[config.mk]
export PLATFORM = sky130hd
export DESIGN_NAME = stopwatch_seven_segment_core
export DESIGN_NICKNAME = d
export VERILOG_FILES = /design/src/rtl/core/stw_pkg.sv /design/src/rtl/core/stw_update.sv /design/src/rtl/core/stw_seg.sv /design/src/rtl/core/stopwatch_seven_segment_core.sv
export SDC_FILE = /design/constraint.sdc
export NUM_CORES = 1
export LEC_CHECK = 0
export BUFFER_PORTS_ARGS = -buffer_cell sky130_fd_sc_hd__buf_2
export CAP_MARGIN = 10
export CORE_MARGIN = 2
export CORE_UTILIZATION = 55
export CTS_BUF_LIST = sky130_fd_sc_hd__clkbuf_4
export CTS_CLUSTER_SIZE = 40
export DETAILED_ROUTE_END_ITERATION = 8
export GPL_TIMING_DRIVEN = 0
export PLACE_DENSITY_LB_ADDON = 0.05
export SLEW_MARGIN = 10
export SYNTH_ARGS = -nofsm -noshare
export SYNTH_HDL_FRONTEND = slang
export SYNTH_SLANG_ARGS = --single-unit
[constraint.sdc]
create_clock -name clk -period 11.3 [get_ports clk]
set_clock_uncertainty 0.05 [all_clocks]
set_input_delay 1.13 -clock clk [delete_from_list [all_inputs] [get_ports clk]]
set_output_delay 1.13 -clock clk [all_outputs]
set_load 0.02 [all_outputs]
[src/rtl/core/stw_pkg.sv]
// Shared types, constants and digit helpers for the stopwatch display core.
package stw_pkg;

	localparam int unsigned TICK_W   = 16;
	localparam int unsigned SEC_W    = 6;
	localparam int unsigned MIN_W    = 7;
	localparam int unsigned EDGE_W   = 4;
	localparam int unsigned SEG_W    = 32;
	localparam int unsigned IN_TDATA_W  = 8;
	localparam int unsigned OUT_TDATA_W = 48;

	localparam int unsigned PLAY_BIT = 3;
	localparam int unsigned NEXT_BIT = 2;
	localparam int unsigned PREV_BIT = 1;

	localparam logic [SEC_W-1:0] SEC_PER_MIN = SEC_W'(60);
	localparam logic [MIN_W-1:0] MIN_WRAP    = MIN_W'(100);

	typedef struct packed {
		logic [TICK_W-1:0] tick_count;
		logic [SEC_W-1:0]  second_count;
		logic [MIN_W-1:0]  minute_count;
		logic              running;
	} stw_state_t;

	typedef struct packed {
		logic [SEG_W-1:0] segments;
		logic [MIN_W-1:0] minutes_shown;
		logic [SEC_W-1:0] seconds_shown;
		logic             running_now;
	} stw_result_t;

	// Active-low glyphs, gfedcba
	function automatic logic [7:0] glyph(input logic [3:0] d);
		logic [7:0] g;
		case (d)
			4'd0:    g = 8'h40;
			4'd1:    g = 8'h79;
			4'd2:    g = 8'h24;
			4'd3:    g = 8'h30;
			4'd4:    g = 8'h19;
			4'd5:    g = 8'h12;
			4'd6:    g = 8'h02;
			4'd7:    g = 8'h78;
			4'd8:    g = 8'h00;
			4'd9:    g = 8'h10;
			default: g = 8'h40;
		endcase
		return g;
	endfunction

	// Tens digit of a value below 128: (v * 205) >> 11
	function automatic logic [3:0] tens_of(input logic [MIN_W-1:0] v);
		logic [14:0] p;
		p = 15'(v) * 15'd205;
		return p[14:11];
	endfunction

endpackage

[src/rtl/core/stw_update.sv]
// Next-state logic: button handling and tick/second/minute rollover.
module stw_update (
	input  stw_pkg::stw_state_t              cur,
	input  logic [stw_pkg::EDGE_W-1:0]       button_edges,
	input  logic                             tick,
	input  logic [stw_pkg::TICK_W-1:0]       ticks_per_second,
	output stw_pkg::stw_state_t              nxt
);

	stw_pkg::stw_state_t       btn;
	logic [stw_pkg::TICK_W:0]  tick_inc;
	logic [stw_pkg::SEC_W-1:0] sec_inc;
	logic [stw_pkg::MIN_W-1:0] min_inc;

	always_comb begin
		btn = cur;
		if (button_edges[stw_pkg::PLAY_BIT]) begin
			btn.running = ~cur.running;
		end else if (button_edges[stw_pkg::NEXT_BIT] || button_edges[stw_pkg::PREV_BIT]) begin
			btn.tick_count   = '0;
			btn.second_count = '0;
			btn.minute_count = '0;
			btn.running      = 1'b1;
		end

		tick_inc = {1'b0, btn.tick_count} + 1'b1;
		sec_inc  = btn.second_count + 1'b1;
		min_inc  = btn.minute_count + 1'b1;

		nxt = btn;
		if (tick && btn.running) begin
			if (tick_inc >= {1'b0, ticks_per_second}) begin
				nxt.tick_count = '0;
				if (sec_inc >= stw_pkg::SEC_PER_MIN) begin
					nxt.second_count = '0;
					nxt.minute_count = (min_inc >= stw_pkg::MIN_WRAP) ? '0 : min_inc;
				end else begin
					nxt.second_count = sec_inc;
				end
			end else begin
				nxt.tick_count = tick_inc[stw_pkg::TICK_W-1:0];
			end
		end
	end

endmodule

[src/rtl/core/stw_seg.sv]
// MM:SS to four active-low seven-segment bytes.
module stw_seg (
	input  logic [stw_pkg::MIN_W-1:0] minutes,
	input  logic [stw_pkg::SEC_W-1:0] seconds,
	output logic [stw_pkg::SEG_W-1:0] segments
);

	logic [3:0] m_tens, m_units, s_tens, s_units;

	always_comb begin
		m_tens  = stw_pkg::tens_of(minutes);
		m_units = 4'(minutes - 7'(m_tens) * 7'd10);
		s_tens  = stw_pkg::tens_of(stw_pkg::MIN_W'(seconds));
		s_units = 4'(seconds - 6'(s_tens) * 6'd10);
		segments = {stw_pkg::glyph(m_tens), stw_pkg::glyph(m_units),
			stw_pkg::glyph(s_tens), stw_pkg::glyph(s_units)};
	end

endmodule

[src/rtl/core/stopwatch_seven_segment_core.sv]
// Stopwatch core: input register, counter update, segment encode, result register.
//
// Input stream s_axis: one transfer per event carries the captured button edges
// and the timer tick flag. Each input transfer yields exactly one output
// transfer on m_axis with the MM:SS segment bytes, the minute and second
// counts and the running flag as they stand after that event.
// The cfg channel loads ticks_per_second; cfg_ready is always high. Write it
// only while no transfer is in flight.
// An accepted input is registered in the input stage; its result is registered
// in the result stage and presented on m_axis. Throughput is one item per cycle
// while m_axis_tready is high: the counter update and the segment encode sit
// between the input and result registers, and both stages then advance together.
// When m_axis_tready is low and a result is held, an empty input stage still
// takes one more item; after that s_axis_tready drops until the result moves.
// Reset clears both stages, sets time to 00:00 with running on and loads
// ticks_per_second with TICKS_RESET.
module stopwatch_seven_segment_core #(
	parameter logic [15:0] TICKS_RESET = 16'd1000
) (
	input  logic                               clk,
	input  logic                               arst_n,
	input  logic                               s_axis_tvalid,
	output logic                               s_axis_tready,
	// [3:0] button_edges, [4] tick, [7:5] zero
	input  logic [stw_pkg::IN_TDATA_W-1:0]     s_axis_tdata,
	output logic                               m_axis_tvalid,
	input  logic                               m_axis_tready,
	// [31:0] segments, [38:32] minutes_shown, [44:39] seconds_shown, [45] running_now
	output logic [stw_pkg::OUT_TDATA_W-1:0]    m_axis_tdata,
	input  logic                               cfg_valid,
	output logic                               cfg_ready,
	input  logic [15:0]                        cfg_data
);

	logic [stw_pkg::TICK_W-1:0] tps_q;
	stw_pkg::stw_state_t        state_q, state_nxt;
	stw_pkg::stw_result_t       res_q;
	logic [stw_pkg::SEG_W-1:0]  seg_nxt;
	logic                       valid_s1;
	logic [stw_pkg::EDGE_W-1:0] edges_s1;
	logic                       tick_s1;
	logic                       out_valid_q;
	logic                       advance;

	assign advance       = !out_valid_q || m_axis_tready;
	assign s_axis_tready = !valid_s1 || advance;
	assign cfg_ready     = 1'b1;

	always_ff @(posedge clk or negedge arst_n) begin
		if (!arst_n) begin
			tps_q <= TICKS_RESET;
		end else if (cfg_valid && cfg_ready) begin
			tps_q <= cfg_data;
		end
	end

	always_ff @(posedge clk or negedge arst_n) begin
		if (!arst_n) begin
			valid_s1 <= 1'b0;
		end else if (s_axis_tready) begin
			valid_s1 <= s_axis_tvalid;
		end
	end

	always_ff @(posedge clk) begin
		if (s_axis_tvalid && s_axis_tready) begin
			edges_s1 <= s_axis_tdata[3:0];
			tick_s1  <= s_axis_tdata[4];
		end
	end

	stw_update u_update (
		.cur              (state_q),
		.button_edges     (edges_s1),
		.tick             (tick_s1),
		.ticks_per_second (tps_q),
		.nxt              (state_nxt)
	);

	stw_seg u_seg (
		.minutes  (state_nxt.minute_count),
		.seconds  (state_nxt.second_count),
		.segments (seg_nxt)
	);

	always_ff @(posedge clk or negedge arst_n) begin
		if (!arst_n) begin
			state_q.tick_count   <= '0;
			state_q.second_count <= '0;
			state_q.minute_count <= '0;
			state_q.running      <= 1'b1;
			out_valid_q          <= 1'b0;
		end else if (advance) begin
			out_valid_q <= valid_s1;
			if (valid_s1) begin
				state_q <= state_nxt;
			end
		end
	end

	always_ff @(posedge clk) begin
		if (advance && valid_s1) begin
			res_q.segments      <= seg_nxt;
			res_q.minutes_shown <= state_nxt.minute_count;
			res_q.seconds_shown <= state_nxt.second_count;
			res_q.running_now   <= state_nxt.running;
		end
	end

	assign m_axis_tvalid = out_valid_q;
	assign m_axis_tdata  = {2'b00, res_q.running_now, res_q.seconds_shown,
		res_q.minutes_shown, res_q.segments};

	a_sec_range : assert property (@(posedge clk) disable iff (!arst_n)
		m_axis_tvalid |-> (res_q.seconds_shown < stw_pkg::SEC_PER_MIN))
		else $error("seconds out of range");

	a_min_range : assert property (@(posedge clk) disable iff (!arst_n)
		m_axis_tvalid |-> (res_q.minutes_shown < stw_pkg::MIN_WRAP))
		else $error("minutes out of range");

	a_play_toggle : assert property (@(posedge clk) disable iff (!arst_n)
		(valid_s1 && advance && edges_s1[stw_pkg::PLAY_BIT])
		|=> (state_q.running != $past(state_q.running)))
		else $error("play did not toggle running");

	a_clear : assert property (@(posedge clk) disable iff (!arst_n)
		(valid_s1 && advance && !edges_s1[stw_pkg::PLAY_BIT] && !tick_s1
		&& (edges_s1[stw_pkg::NEXT_BIT] || edges_s1[stw_pkg::PREV_BIT]))
		|=> (state_q.second_count == '0 && state_q.minute_count == '0
		&& state_q.tick_count == '0 && state_q.running))
		else $error("clear did not reset counters");

endmodule
* After elaboration in Yosys (flattened, before gate mapping)
Memory sizes are Yosys's and may differ from the RTL's. A register that Yosys moved wholly into a read port is not among the register bits.
Cells that the tools add are included.
** Word-level totals
- Bits in registers :: 99
- ROM bits :: 392
- Input port bits :: 29
- Output and inout bits :: 51
- Logic and storage cells :: 48
- Memories :: 4
** Cells by class
- $add $sub $neg :: 5
- Multiply operators :: 4
- Magnitude comparators :: 3
- Mux-type cells :: 9
- Bitwise gates (word level) :: 1
- Reductions and logical operators :: 9
** Memory list
- (name not given) :: words 16, width 7, rd ports 1, clocked after Yosys merged registers in 1, wr ports 0, RTL line stw_pkg.sv:36 : case (d)
- (name not given) :: words 16, width 7, rd ports 1, clocked after Yosys merged registers in 1, wr ports 0, RTL line stw_pkg.sv:36
- (name not given) :: words 16, width 7, rd ports 1, clocked after Yosys merged registers in 1, wr ports 0, RTL line stw_pkg.sv:36
- (name not given) :: words 8, width 7, rd ports 1, clocked after Yosys merged registers in 1, wr ports 0, RTL line stw_pkg.sv:36
** Operator list (count)
- two-way mux 29 bit :: 2
- two-way mux 30 bit :: 1
- adder 16 x 1 -> 17 bit (second input constant) :: 1
- >= comparator 17 x 16 -> 1 bit :: 1
- two-way mux 16 bit :: 1
- multiplier 7 x 8 -> 15 bit (second input constant) :: 1
- multiplier 6 x 8 -> 14 bit (second input constant) :: 1
- two-way mux 7 bit :: 2
- two-way mux 13 bit :: 1
- subtractor 4 bit :: 2
- adder 7 x 1 -> 7 bit (second input constant) :: 1
- >= comparator 7 bit (second input constant) :: 1
- adder 6 x 1 -> 6 bit (second input constant) :: 1
- >= comparator 6 bit (second input constant) :: 1
- two-way mux 6 bit :: 1
- multiplier 4 x 3 -> 3 bit (second input constant) :: 1
- logical AND 1 bit :: 3
- logical OR 1 bit :: 3
- multiplier 3 x 3 -> 3 bit (second input constant) :: 1
- zero test 1 bit :: 2
- AND reduction 2 bit :: 1
- two-way mux 1 bit :: 1
- inverter 1 bit :: 1

* Logic depth before layout (Yosys ltp)
Gate-level depths: netlist of the first run.
- Word-level depth :: 12
- Depth in mapped cells :: 41
- Mapped depth without buffers :: 38

* Hierarchy
A second synthesis of the first run with hierarchy kept.
** Second synthesis, totals
- Cell total of the unflattened synthesis :: 711
- Area, all modules :: 7527.2 um^2
** By module, submodules not included
- stopwatch_seven_segment_core :: instances 1, cells each 162, area each 3499.6 um^2, sequential area each 2741.4 um^2
- stw_seg :: instances 1, cells each 268, area each 2316.0 um^2, sequential area each 0.0 um^2
- stw_update :: instances 1, cells each 281, area each 1711.6 um^2, sequential area each 0.0 um^2

* Worst setup path before layout of the first run
OpenSTA, ideal clock, no wires.
- Kind :: reg-to-reg
- Start :: register edges_s1[1] in the netlist's numbering
- End :: register m_axis_tdata[20] (netlist name)
- Library setup time :: 0.266 ns
- Data arrival time :: 8.614 ns
- Required time :: 10.984 ns
- Setup slack :: 2.370 ns
- Cell stages (with the launch flop) :: 40
- Path buffers :: 3
- Clock period less this slack :: 8.930 ns
- Cell sequence :: edfxtp_1 > o21bai_1 > clkbuf_1 > buf_1 > and2_1 > ha_1 > nand3_1 > nor4b_4 > nand3_1 > xor2_1 > nor2_1 > ha_1 > a2111oi_2 > o21ai_1 > a32oi_1 > a31oi_1 > buf_2 > nand2_1 > [... 4 more ...] > fa_1 > inv_1 > fa_1 > inv_1 > ha_1 > and4_1 > o311a_1 > o311ai_2 > o22a_4 > a21oi_2 > o31ai_1 > inv_1 > xnor2_1 > ha_1 > a21oi_1 > xor3_2 > mux2i_1 > o21bai_1
** RTL lines
- start: declaration :: RTL line stopwatch_seven_segment_core.sv:40 : logic [stw_pkg::EDGE_W-1:0] edges_s1;
- start signal: assignment :: RTL line stopwatch_seven_segment_core.sv:67 : edges_s1 <= s_axis_tdata[3:0];

==> summary.log, run 1 <==
INFO  critical_path  cp.required=11.50ns
INFO  detailed_routing routed_wirelength=14.7mm
INFO  sta            tightest_slew=0.940ns
INFO  layout         finish.utilization=62.5%
INFO  global_routing gr-usage-met3=4.33%
INFO  pwr            worst_supply_voltage_drop_on_vdd=0.0920mV
INFO  flow_run       timing.max_cap.violations=0
INFO  global_routing vias_in_the_first_global_route=5333
INFO  critical_path  crit_path_max_fanout=10
INFO  synthesis      syn-instance-count=710
INFO  cts            cts-hold-fix-buffers=0
INFO  synthesis      simple_gate_portion_of_the_synthesized_area=15.4%
INFO  critical_path  worst-endpoint-arrival=10.64ns
INFO  critical_path  critical_path.top_delay_family=compound AO/OA/AOI/OAI gates
INFO  synthesis      yosysTopAreaCellShare=19.6%
INFO  synthesis      most_frequent_cell_after_synthesis=sky130_fd_sc_hd__ha_1
INFO  worst_hold_path min-delay-path-class=flip-flop to flip-flop
INFO  floorplanning  top_level_ports=80
INFO  synthesis      synth-edff-count=46
INFO  worst_hold_path min_from=valid_s1
INFO  synthesis      synth-async-reset-ratio=51.1%
INFO  synthesis      combinational_family_with_the_most_area_after_synthesis=adder cells
INFO  synthesis      yosys_register_bits=94
INFO  global_routing globalRouteOverflowTotal=0
INFO  synthesis      yosys.cell_types.count=78
INFO  floorplanning  die_ht=117um
INFO  critical_path  setup.worst_path.start_class=flip-flop
INFO  sta            timing.final.max_slew_violations=0
INFO  cts            clk_pin_slew=0.13ns
INFO  cts            clock_latency=0.51ns
INFO  global_routing antenna_found_initial=0
INFO  placed_design  total_half_perimeter_wirelength_after_legalization_and_detailed_placement=11.4mm
INFO  floorplanning  dieArea=13700um2
INFO  detailed_routing route.detailed.wl_per_inst=15.1um
INFO  cts            clk_path_buf_depth=2
INFO  layout         fin_nets=936
INFO  placed_design  routabilityCongestion=0.871
INFO  layout         n_antenna_cell=0
INFO  critical_path  worstPathBufferInverterCount=6
INFO  synthesis      yosys.area_share.xor_xnor=4.21%
INFO  cts            htree_num_levels=3
INFO  critical_path  critical_path.startpoint=edges_s1[1]
INFO  synthesis      syn_area=7040um2
INFO  synthesis      yosysSeqAreaShare=36.8%
INFO  global_routing grt_use_met1=30.5%
INFO  detailed_routing vias=5338
INFO  global_routing global_route.usage.total=23.5%
INFO  critical_path  cp_slowest_stage_delay=0.51ns
INFO  synthesis      synth-warning-count=0
INFO  sta            finalSetupTns=0ns
INFO  cts            tritoncts=done
INFO  placed_design  place.port_buffers=68
INFO  cts            ctsRootBufferMaster=sky130_fd_sc_hd__clkbuf_4
INFO  sta            grt_setup_unrepaired=no
INFO  synthesis      ys_top_cells_by_count=sky130_fd_sc_hd__ha_1, sky130_fd_sc_hd__nand2_1, sky130_fd_sc_hd__inv_1
INFO  pwr            power.leakage=3.81nW
INFO  critical_path  crit_path_frequent_cell=sky130_fd_sc_hd__ha_1
INFO  floorplanning  die_x=117um
INFO  critical_path  rr_startpoint=edges_s1[1]
INFO  global_routing grt_first_pass_wirelength=25.1mm
INFO  synthesis      synth_area_leader_cell=sky130_fd_sc_hd__edfxtp_1
INFO  floorplanning  initial_utilization=56.0%
INFO  synthesis      synthAdderAreaFrac=21.5%
INFO  layout         design_area=7850um2
INFO  floorplanning  row_count=41
INFO  detailed_routing detail_route.drc_violations=0
INFO  global_routing globalRouteMet2Util=39.5%
INFO  detailed_routing first_pass_iters=5
INFO  layout         final.fill_count=1085
INFO  floorplanning  area_of_the_placeable_core=12600um2
INFO  detailed_routing drt_iter0_markers=294
INFO  sta            setup_violations=0
INFO  layout         drive_gt1_share=18.0%
INFO  sta            max-slew-margin-rel=37.3%
INFO  sta            clock.fmax=0.0958GHz
INFO  critical_path  setup.worst_path.end_class=flip-flop
INFO  sta            report.final.hold_viol_count=0
INFO  cts            num_cts_buffers=9
INFO  detailed_routing via_per_inst=5.49
INFO  global_routing top_usage_layer=met2
INFO  sta            post-route-period-util=92.4%
INFO  synthesis      postSynth.topFlopCell=sky130_fd_sc_hd__edfxtp_1
INFO  critical_path  crit_slowest_cell=sky130_fd_sc_hd__fa_1
INFO  layout         area_delta_synth_final=11.5%
INFO  detailed_routing antenna_left=0
INFO  run_status     run_status=finished clean
INFO  sta            period_minus_slack=10.44ns
INFO  placed_design  post_dp_cell_area=7640um2
INFO  synthesis      synth_compound_area_share=14.2%
INFO  synthesis      muxShareOfSynthArea=1.76%
INFO  cts            clock_sinks=94
INFO  critical_path  critical_path_class=flip-flop to flip-flop
INFO  synthesis      postSynthAreaPerCell=9.92um2
INFO  global_routing grt_max_degree=49
INFO  pwr            power.density=93.5nW/um2
INFO  synthesis      netlist_top_cells_area=sky130_fd_sc_hd__edfxtp_1, sky130_fd_sc_hd__ha_1, sky130_fd_sc_hd__dfrtp_1
[state kept, by name, summed over array words and instances, names as in the netlist]
name	count
edges_s1	3
m_axis_tdata	42
m_axis_tvalid	1
state_q	30
tick_s1	1
tps_q	16
valid_s1	1
[metrics by stage]
stage | total power [mW] | cells | setup slack [ns] | hold WS, ns
finish | 0.734 | 973 | 0.862 | 0.471
CTS | 0.738 | 972 | 0.494 | 0.470
detailed placement | 0.506 | 956 | 0.529 | 0.443
global placement | 0.500 | 955 | 0.578 | 0.426
floorplan | 0.468 | 715 | 2.37 | 0.407
global route | 0.766 | 973 | 0.0119 | 0.495
[layout by cell type, fill, tap and decap left out, types with 8 or more instances in the layout]
cell type and n:
sky130_fd_sc_hd__a22o_1 10, sky130_fd_sc_hd__nor2_1 34, sky130_fd_sc_hd__fa_1 15, sky130_fd_sc_hd__nand2_1 84
sky130_fd_sc_hd__and2_1 10, sky130_fd_sc_hd__buf_2 72, sky130_fd_sc_hd__ha_1 96, sky130_fd_sc_hd__a21oi_1 33
sky130_fd_sc_hd__clkbuf_1 12, sky130_fd_sc_hd__inv_1 72, sky130_fd_sc_hd__edfxtp_1 46, sky130_fd_sc_hd__xnor2_1 14
sky130_fd_sc_hd__nand2b_1 12, sky130_fd_sc_hd__dfrtp_1 41, sky130_fd_sc_hd__nor3_1 8, sky130_fd_sc_hd__xor2_1 8
sky130_fd_sc_hd__clkbuf_4 11, sky130_fd_sc_hd__nand3_1 21, sky130_fd_sc_hd__o21ai_0 50
[cell type report]
class / count / area (um2) / area share (%)
buffer: 29 / 158 / 2.01
clock buffer: 11 / 82.6 / 1.05
clock inverter: 5 / 98.8 / 1.26
inverter: 72 / 270 / 3.44
multi-input combinational: 520 / 4050 / 51.6
sequential: 94 / 2590 / 33.0
tap: 172 / 215 / 2.74
timing repair buffer: 70 / 388 / 4.94
[what timing repair did]
item | in CTS | in global routing
resized for setup | 0 | 3
buffers inserted | 0 | 0
setup endpoints to repair | 0 | 7
[power breakdown]
| part | internal [mW] | switching [mW] |
|---|---|---|
| logic | 0.0357 | 0.0676 |
| clock network | 0.116 | 0.118 |
| registers | 0.384 | 0.0128 |
[worst register-to-register path, delay by kind of cell, from the launching register on]
kind	cells	cell delay (ns)
AO/OA/AOI/OAI	14	3.24
adder cells (fa/ha/maj)	8	2.65
AND/OR/NAND/NOR	7	1.63
buffers and inverters	6	1.29
XOR/XNOR	3	0.72
flip-flops	1	0.43
multiplexers	1	0.19
[cell families after synthesis]
kind of cell             count (synthesis)
multiplexers                            11
AO/OA/AOI/OAI                          146
flip-flops                              94
other                                    2
AND/OR/NAND/NOR                        218
XOR/XNOR                                26
adder cells (fa/ha/maj)                112
buffers and inverters                  101
[per-layer routing]
metal	wire, um	part of all wire (%)
met2	7180	49
met1	6630	45
met5	0	0
met4	255	1.7
met3	604	4.1
[path summary, 6_finish.rpt]
kind	endpoint	cells after the start	slack [ns]
setup / recovery	m_axis_tdata[20]	39	0.86
hold reg to reg	m_axis_tvalid	1	0.47
setup reg to reg	m_axis_tdata[20]	39	0.86
max in group asynchronous	state_q[2]	2	10.05
hold / removal	m_axis_tvalid	1	0.47
min in group asynchronous	tps_q[2]	1	0.58
Note: power is estimated with default switching activity, not from simulation.
==> run 2, diff against run 1 <==
--- a/config.mk
+++ b/config.mk
@@ -7,6 +7,7 @@
 export LEC_CHECK = 0
 export BUFFER_PORTS_ARGS = -buffer_cell sky130_fd_sc_hd__buf_2
 export CAP_MARGIN = 10
+export CORE_ASPECT_RATIO = 0.75
 export CORE_MARGIN = 2
 export CORE_UTILIZATION = 55
 export CTS_BUF_LIST = sky130_fd_sc_hd__clkbuf_4
==> run 2 against run 1 <==
Compared with the run above:
- count of clock-buffer cells in the layout decreased by 2
- flip-flop and latch count stayed put
- hold slack is essentially flat
- sequential power barely moved
- clock power decreased by 26%
- critical path type unchanged
- largest power group unchanged
==> summary.log, run 2 (synthesized netlist as in run 1, its figures left out) <==
INFO  run_status     run_status=finished clean
INFO  sta            timing.final.max_slew_violations=0
INFO  critical_path  worstPathBufferInverterCount=6
INFO  sta            report.final.hold_viol_count=0
INFO  worst_hold_path min_from=valid_s1
INFO  critical_path  setup.worst_path.end_class=flip-flop
INFO  critical_path  critical_path.startpoint=edges_s1[1]
INFO  cts            cts-hold-fix-buffers=0
INFO  sta            setup_violations=0
INFO  layout         design_area=7770um2
INFO  sta            grt_setup_unrepaired=no
INFO  worst_hold_path timing.hold.worst_path_depth=1
INFO  floorplanning  top_level_ports=80
INFO  cts            num_cts_buffers=9
INFO  critical_path  r2r_cells=38
INFO  cts            tritoncts=done
INFO  critical_path  critical_path.top_delay_family=compound AO/OA/AOI/OAI gates
INFO  critical_path  setup.worst_path.start_class=flip-flop
INFO  global_routing global_route.usage.total=22.9%
INFO  floorplanning  dieArea=13700um2
INFO  detailed_routing vias=5297
INFO  placed_design  pre_cts_ws=0.223ns
INFO  global_routing globalRouteOverflowTotal=0
INFO  critical_path  crit_path_max_fanout=10
INFO  critical_path  timing.rr.end=m_axis_tdata[20]
INFO  layout         layout_common_cells=sky130_fd_sc_hd__ha_1, sky130_fd_sc_hd__nand2_1, sky130_fd_sc_hd__inv_1
INFO  critical_path  cp_slowest_stage_delay=0.58ns
INFO  worst_hold_path min_to=m_axis_tvalid
INFO  pwr            seqPwrFrac=59.1%
INFO  pwr            switching_share=30.3%
INFO  layout         final_common_cell=sky130_fd_sc_hd__ha_1
INFO  critical_path  critical_path_depth=38
INFO  floorplanning  die_ht=102um
INFO  sta            period_minus_slack=10.55ns
INFO  detailed_routing via_per_inst=5.48
INFO  floorplanning  area_of_the_placeable_core=12400um2
INFO  sta            max-slew-margin-rel=40.3%
INFO  floorplanning  row_count=35
INFO  cts            clock_latency=0.48ns
INFO  sta            finalSetupTns=0ns
INFO  placed_design  routabilityCongestion=0.882
INFO  floorplanning  initial_utilization=56.8%
INFO  layout         n_antenna_cell=0
INFO  critical_path  crit_slowest_cell=sky130_fd_sc_hd__a2111oi_1
INFO  cts            cts.repair_timing.setup_buffer_count=0
INFO  global_routing antenna_found_initial=0
INFO  pwr            pwr-share-clk=25.7%
INFO  pwr            post-layout-total-power=0.670mW
INFO  layout         largest_register_ff_count=42
INFO  global_routing grt_first_pass_wirelength=24.9mm
INFO  pwr            worst_supply_voltage_drop_on_vdd=0.0754mV
INFO  critical_path  worst-endpoint-arrival=10.70ns
INFO  pwr            pwr-share-comb=15.3%
INFO  layout         area_delta_synth_final=10.3%
INFO  layout         fin_nets=935
INFO  cts            htree_num_levels=3
INFO  global_routing grt_max_degree=49
INFO  critical_path  critical_path_class=flip-flop to flip-flop
INFO  cts            clock_sinks=94
INFO  cts            ctsRootBufferMaster=sky130_fd_sc_hd__clkbuf_4
INFO  critical_path  regToRegSetupSlack=0.75ns
INFO  sta            clock.fmax=0.0948GHz
INFO  global_routing vias_in_the_first_global_route=5113
INFO  worst_hold_path min-delay-path-class=flip-flop to flip-flop
INFO  detailed_routing antenna_left=0
INFO  critical_path  cp.required=11.45ns
INFO  critical_path  rr_startpoint=edges_s1[1]
INFO  sta            tightest_slew=0.887ns
INFO  pwr            power.leakage=3.77nW
INFO  placed_design  place.port_buffers=68
INFO  critical_path  crit_path_frequent_cell=sky130_fd_sc_hd__ha_1
INFO  layout         finish.utilization=62.7%
INFO  pwr            power.density=86.3nW/um2
INFO  cts            clk_pin_slew=0.15ns
INFO  floorplanning  die_x=135um
INFO  cts            cts.repair.resized=0
INFO  pwr            switching_power=0.203mW
INFO  placed_design  total_half_perimeter_wirelength_after_legalization_and_detailed_placement=11.4mm
INFO  detailed_routing first_pass_iters=5
INFO  flow_run       timing.max_cap.violations=0
INFO  detailed_routing detail_route.drc_violations=0
INFO  detailed_routing route.detailed.wl_per_inst=15.0um
INFO  sta            timing.final.ws_setup=0.751ns
INFO  layout         drive_gt1_share=18.3%
INFO  placed_design  post_dp_cell_area=7630um2
INFO  pwr            cell_internal_pwr=0.467mW
INFO  detailed_routing routed_wirelength=14.5mm
INFO  sta            post-route-period-util=93.4%
INFO  cts            clk_path_buf_depth=2
INFO  detailed_routing drt_iter0_markers=289
run 2: cell types whose count changed in the layout (fill, tap and decap cells not counted), sizes merged:
cell | before | now
inv | 72 | 76
buf | 85 | 83
bufinv | 3 | 0
clkbuf | 25 | 24
clkinv | 2 | 3
run 2: worst register-to-register path: cells and delay by family, from the launching register on:
kind                       cells  cell delay (ns)
buffers and inverters          6             1.26
and+or+nand+nor                8             2.05
xor gates and xnor gates       3             0.71
DFF                            1             0.44
AOI/OAI and AO/OA             12             2.89
muxes                          1             0.18
adders and majority gates      8             2.68
run 2: area by class of cell:
| class | instances | area, um2 |
|---|---|---|
| multi-input combinational | 520 | 4050 |
| clock inverter | 7 | 55.1 |
| buffer | 29 | 159 |
| inverter | 72 | 270 |
| clock buffer | 9 | 67.6 |
| tap | 166 | 208 |
| timing repair buffer | 69 | 363 |
| sequential | 94 | 2590 |
| fill | 1050 | 4630 |
run 2: metal layers:
metal / vias up / share of wire (%) / GRT usage [%]
met5: - / 0 / 0
met4: 0 / 0.92 / 4.94
met3: 13 / 5.7 / 4.32
met2: 140 / 44 / 35.9
met1: 2496 / 50 / 33.5
li1: 2648 / - / -
run 2: worst max-delay path by stage:
stage	slack [ns]	to
after floorplan	2.37	m_axis_tdata[20]
after global placement	0.32	m_axis_tdata[20]
after detailed placement	0.22	m_axis_tdata[20]
after CTS	0.17	m_axis_tdata[20]
after global routing	0.18	m_axis_tdata[20]
final	0.75	m_axis_tdata[20]
run 2: stage by stage:
| step | hold slack, ns | instances |
|---|---|---|
| final | 0.471 | 966 |
| after global routing | 0.492 | 966 |
| after CTS | 0.473 | 966 |
| after detailed placement | 0.441 | 950 |
| after global placement | 0.423 | 949 |
| after floorplan | 0.407 | 715 |
run 2: power by group through the flow:
stage	clock, mW	sequential, mW	combinational [mW]
6_report	0.172	0.396	0.102
5_1_grt	0.191	0.399	0.115
4_1_cts	0.178	0.396	0.102
3_5_place_dp	0	0.403	0.101
3_3_place_gp	0	0.404	0.0971
2_1_floorplan	0	0.414	0.0546
==> run 3, diff against run 2 <==
--- a/config.mk
+++ b/config.mk
@@ -6,7 +6,6 @@
 export NUM_CORES = 1
 export LEC_CHECK = 0
 export BUFFER_PORTS_ARGS = -buffer_cell sky130_fd_sc_hd__buf_2
-export CAP_MARGIN = 10
 export CORE_ASPECT_RATIO = 0.75
 export CORE_MARGIN = 2
 export CORE_UTILIZATION = 55
@@ -14,8 +13,9 @@
 export CTS_CLUSTER_SIZE = 40
 export DETAILED_ROUTE_END_ITERATION = 8
 export GPL_TIMING_DRIVEN = 0
-export PLACE_DENSITY_LB_ADDON = 0.05
+export PLACE_DENSITY = 0.8
 export SLEW_MARGIN = 10
 export SYNTH_ARGS = -nofsm -noshare
 export SYNTH_HDL_FRONTEND = slang
+export SYNTH_HIERARCHICAL = 1
 export SYNTH_SLANG_ARGS = --single-unit
==> run 3 against run 2 <==
Compared with the run above:
- utilization up 0.44 points
- non-clock buffer count up 5
- design area up 6.9%
- global-route usage down 0.59 points
- critical path type unchanged
- highest routed layer unchanged
==> summary.log, run 3 <==
INFO  cts            clock_latency=0.48ns
INFO  synthesis      syn-instance-count=710
INFO  sta            period_minus_slack=10.59ns
INFO  critical_path  crit_path_max_fanout=10
INFO  floorplanning  die_ht=105um
INFO  global_routing globalRouteOverflowTotal=0
INFO  placed_design  place.port_buffers=71
INFO  detailed_routing via_per_inst=5.79
INFO  floorplanning  row_count=36
INFO  floorplanning  dieArea=14600um2
INFO  layout         multi_input_area=4420um2
INFO  worst_hold_path min_from=tps_q[10]
INFO  global_routing vias_in_the_first_global_route=5624
INFO  synthesis      postSynthAreaPerCell=10.6um2
INFO  layout         design_area=8300um2
INFO  placed_design  routabilityCongestion=0.938
INFO  worst_hold_path min_to=tps_q[10]
INFO  worst_hold_path min-delay-path-class=flip-flop to flip-flop
INFO  cts            ctsRootBufferMaster=sky130_fd_sc_hd__clkbuf_4
INFO  critical_path  crit_path_frequent_cell=sky130_fd_sc_hd__ha_1
INFO  critical_path  regToRegSetupSlack=0.71ns
INFO  worst_hold_path timing.hold.worst_path_depth=1
INFO  critical_path  r2r_cells=39
INFO  flow_run       timing.max_cap.violations=0
INFO  run_status     run_status=finished clean
INFO  placed_design  post_dp_cell_area=8100um2
INFO  placed_design  total_half_perimeter_wirelength_after_legalization_and_detailed_placement=11.5mm
INFO  cts            clk_pin_slew=0.16ns
INFO  sta            clock.fmax=0.0945GHz
INFO  critical_path  worst-endpoint-arrival=10.74ns
INFO  cts            num_cts_buffers=9
INFO  pwr            post-layout-total-power=0.725mW
INFO  layout         finish.utilization=63.1%
INFO  layout         layout_common_cells=sky130_fd_sc_hd__ha_1, sky130_fd_sc_hd__buf_2, sky130_fd_sc_hd__inv_1
INFO  critical_path  cp.required=11.46ns
INFO  sta            grt_setup_unrepaired=no
INFO  layout         area_delta_synth_final=10.7%
INFO  layout         drive_gt1_share=24.2%
INFO  critical_path  rr_startpoint=edges_s1[1]
INFO  floorplanning  area_of_the_placeable_core=13200um2
INFO  global_routing antenna_found_initial=0
INFO  detailed_routing routed_wirelength=15.8mm
INFO  critical_path  cp_slowest_stage_delay=0.52ns
INFO  critical_path  crit_slowest_cell=sky130_fd_sc_hd__a2111oi_2
INFO  layout         final.fill_count=1018
INFO  sta            setup_violations=0
INFO  detailed_routing route.detailed.wl_per_inst=16.2um
INFO  sta            finalSetupTns=0ns
INFO  sta            tightest_slew=0.943ns
INFO  floorplanning  die_x=139um
INFO  critical_path  timing.rr.end=m_axis_tdata[6]
INFO  critical_path  setup.worst_path.start_class=flip-flop
INFO  layout         fin_nets=932
INFO  cts            tritoncts=done
INFO  sta            post-route-period-util=93.7%
INFO  critical_path  setup.worst_path.end_class=flip-flop
INFO  pwr            power.leakage=4.06nW
INFO  detailed_routing antenna_left=0
INFO  cts            clk_path_buf_depth=2
INFO  global_routing grt_first_pass_wirelength=26.6mm
INFO  layout         layout.area.seq=2710um2
INFO  synthesis      synth-warning-count=6
INFO  synthesis      syn_area=7500um2
INFO  detailed_routing routed-wl-met3=835um
INFO  sta            max-slew-margin-rel=36.5%
INFO  sta            timing.final.max_slew_violations=0
INFO  cts            cts-hold-fix-buffers=0
INFO  critical_path  critical_path_class=flip-flop to flip-flop
INFO  placed_design  post-place-cells=957
INFO  layout         largest_register_ff_count=46
INFO  detailed_routing detailed_route_wirelength_on_metal2=7.42mm
INFO  pwr            worst_supply_voltage_drop_on_vdd=0.0657mV
INFO  global_routing global_route.usage.total=22.3%
INFO  detailed_routing wl_met1=7.34mm
INFO  detailed_routing first_pass_iters=5
INFO  layout         post_layout_nonfiller_instances=973
INFO  detailed_routing detail_route.drc_violations=0
INFO  cts            clock_sinks=98
INFO  floorplanning  top_level_ports=80
INFO  detailed_routing route.top_layer_used=met4
INFO  detailed_routing vias=5634
INFO  cts            htree_num_levels=3
INFO  global_routing grt_max_degree=49
INFO  layout         n_antenna_cell=0
INFO  floorplanning  initial_utilization=57.0%
INFO  pwr            power.density=87.4nW/um2
INFO  sta            report.final.hold_viol_count=0
INFO  detailed_routing drt_iter0_markers=495
INFO  layout         final_common_cell=sky130_fd_sc_hd__ha_1
-- run 3: layer usage --
metal	track usage, %	up-vias
li1	-	2693
met4	5.92	0
met3	5.13	22
met2	36.8	185
met5	0	-
met1	29.9	2734
-- run 3: layout make-up --
cell class                      instances  area share, %
Multi-Input combinational cell        520           53.3
Inverter                               65           2.94
Timing Repair Buffer                   72           4.55
Tap cell                              171           2.58
Sequential cell                        98           32.7
Clock buffer                            9          0.814
Clock inverter                          7          0.950
Buffer                                 31           2.23
-- run 3: worst max path at each step --
| stage | startpoint | end | slack [ns] | depth (start not counted) |
|---|---|---|---|---|
| 2_1_floorplan | edges_s1[1] | m_axis_tdata[6] | 2.16 | 37 |
| 3_3_place_gp | edges_s1[1] | m_axis_tdata[6] | 0.46 | 37 |
| 3_5_place_dp | edges_s1[1] | m_axis_tdata[6] | -0.02 | 37 |
| 4_1_cts | edges_s1[1] | m_axis_tdata[6] | 0.10 | 39 |
| 5_1_grt | edges_s1[1] | m_axis_tdata[6] | 0.07 | 39 |
| 6_report | edges_s1[1] | m_axis_tdata[6] | 0.71 | 39 |
-- run 3: what timing repair did --
item	CTS	global route
setup buffers	0	0
gates resized for setup	1	9
hold endpoints to repair	0	0
endpoints found under the setup margin	2	7
-- run 3: critical path, delay by kind of cell, from the launching register on --
family | cells | cell delay [ns]
buffers and inverters | 7 | 1.33
xor gates and xnor gates | 4 | 1.06
DFF | 1 | 0.45
AOI/OAI and AO/OA | 9 | 2.86
and+or+nand+nor | 11 | 1.93
adders and majority gates | 8 | 2.61
-- run 3: through the flow --
stage | setup WS, ns | hold WS [ns]
global placement | 0.464 | 0.445
global route | 0.0721 | 0.495
detailed placement | -0.0192 | 0.446
floorplan | 2.16 | 0.429
finish | 0.714 | 0.476
CTS | 0.103 | 0.481
-- run 3: power breakdown --
group / internal (mW) / switching [mW]
clock network: 0.0694 / 0.127
registers: 0.401 / 0.0118
logic: 0.0434 / 0.0725
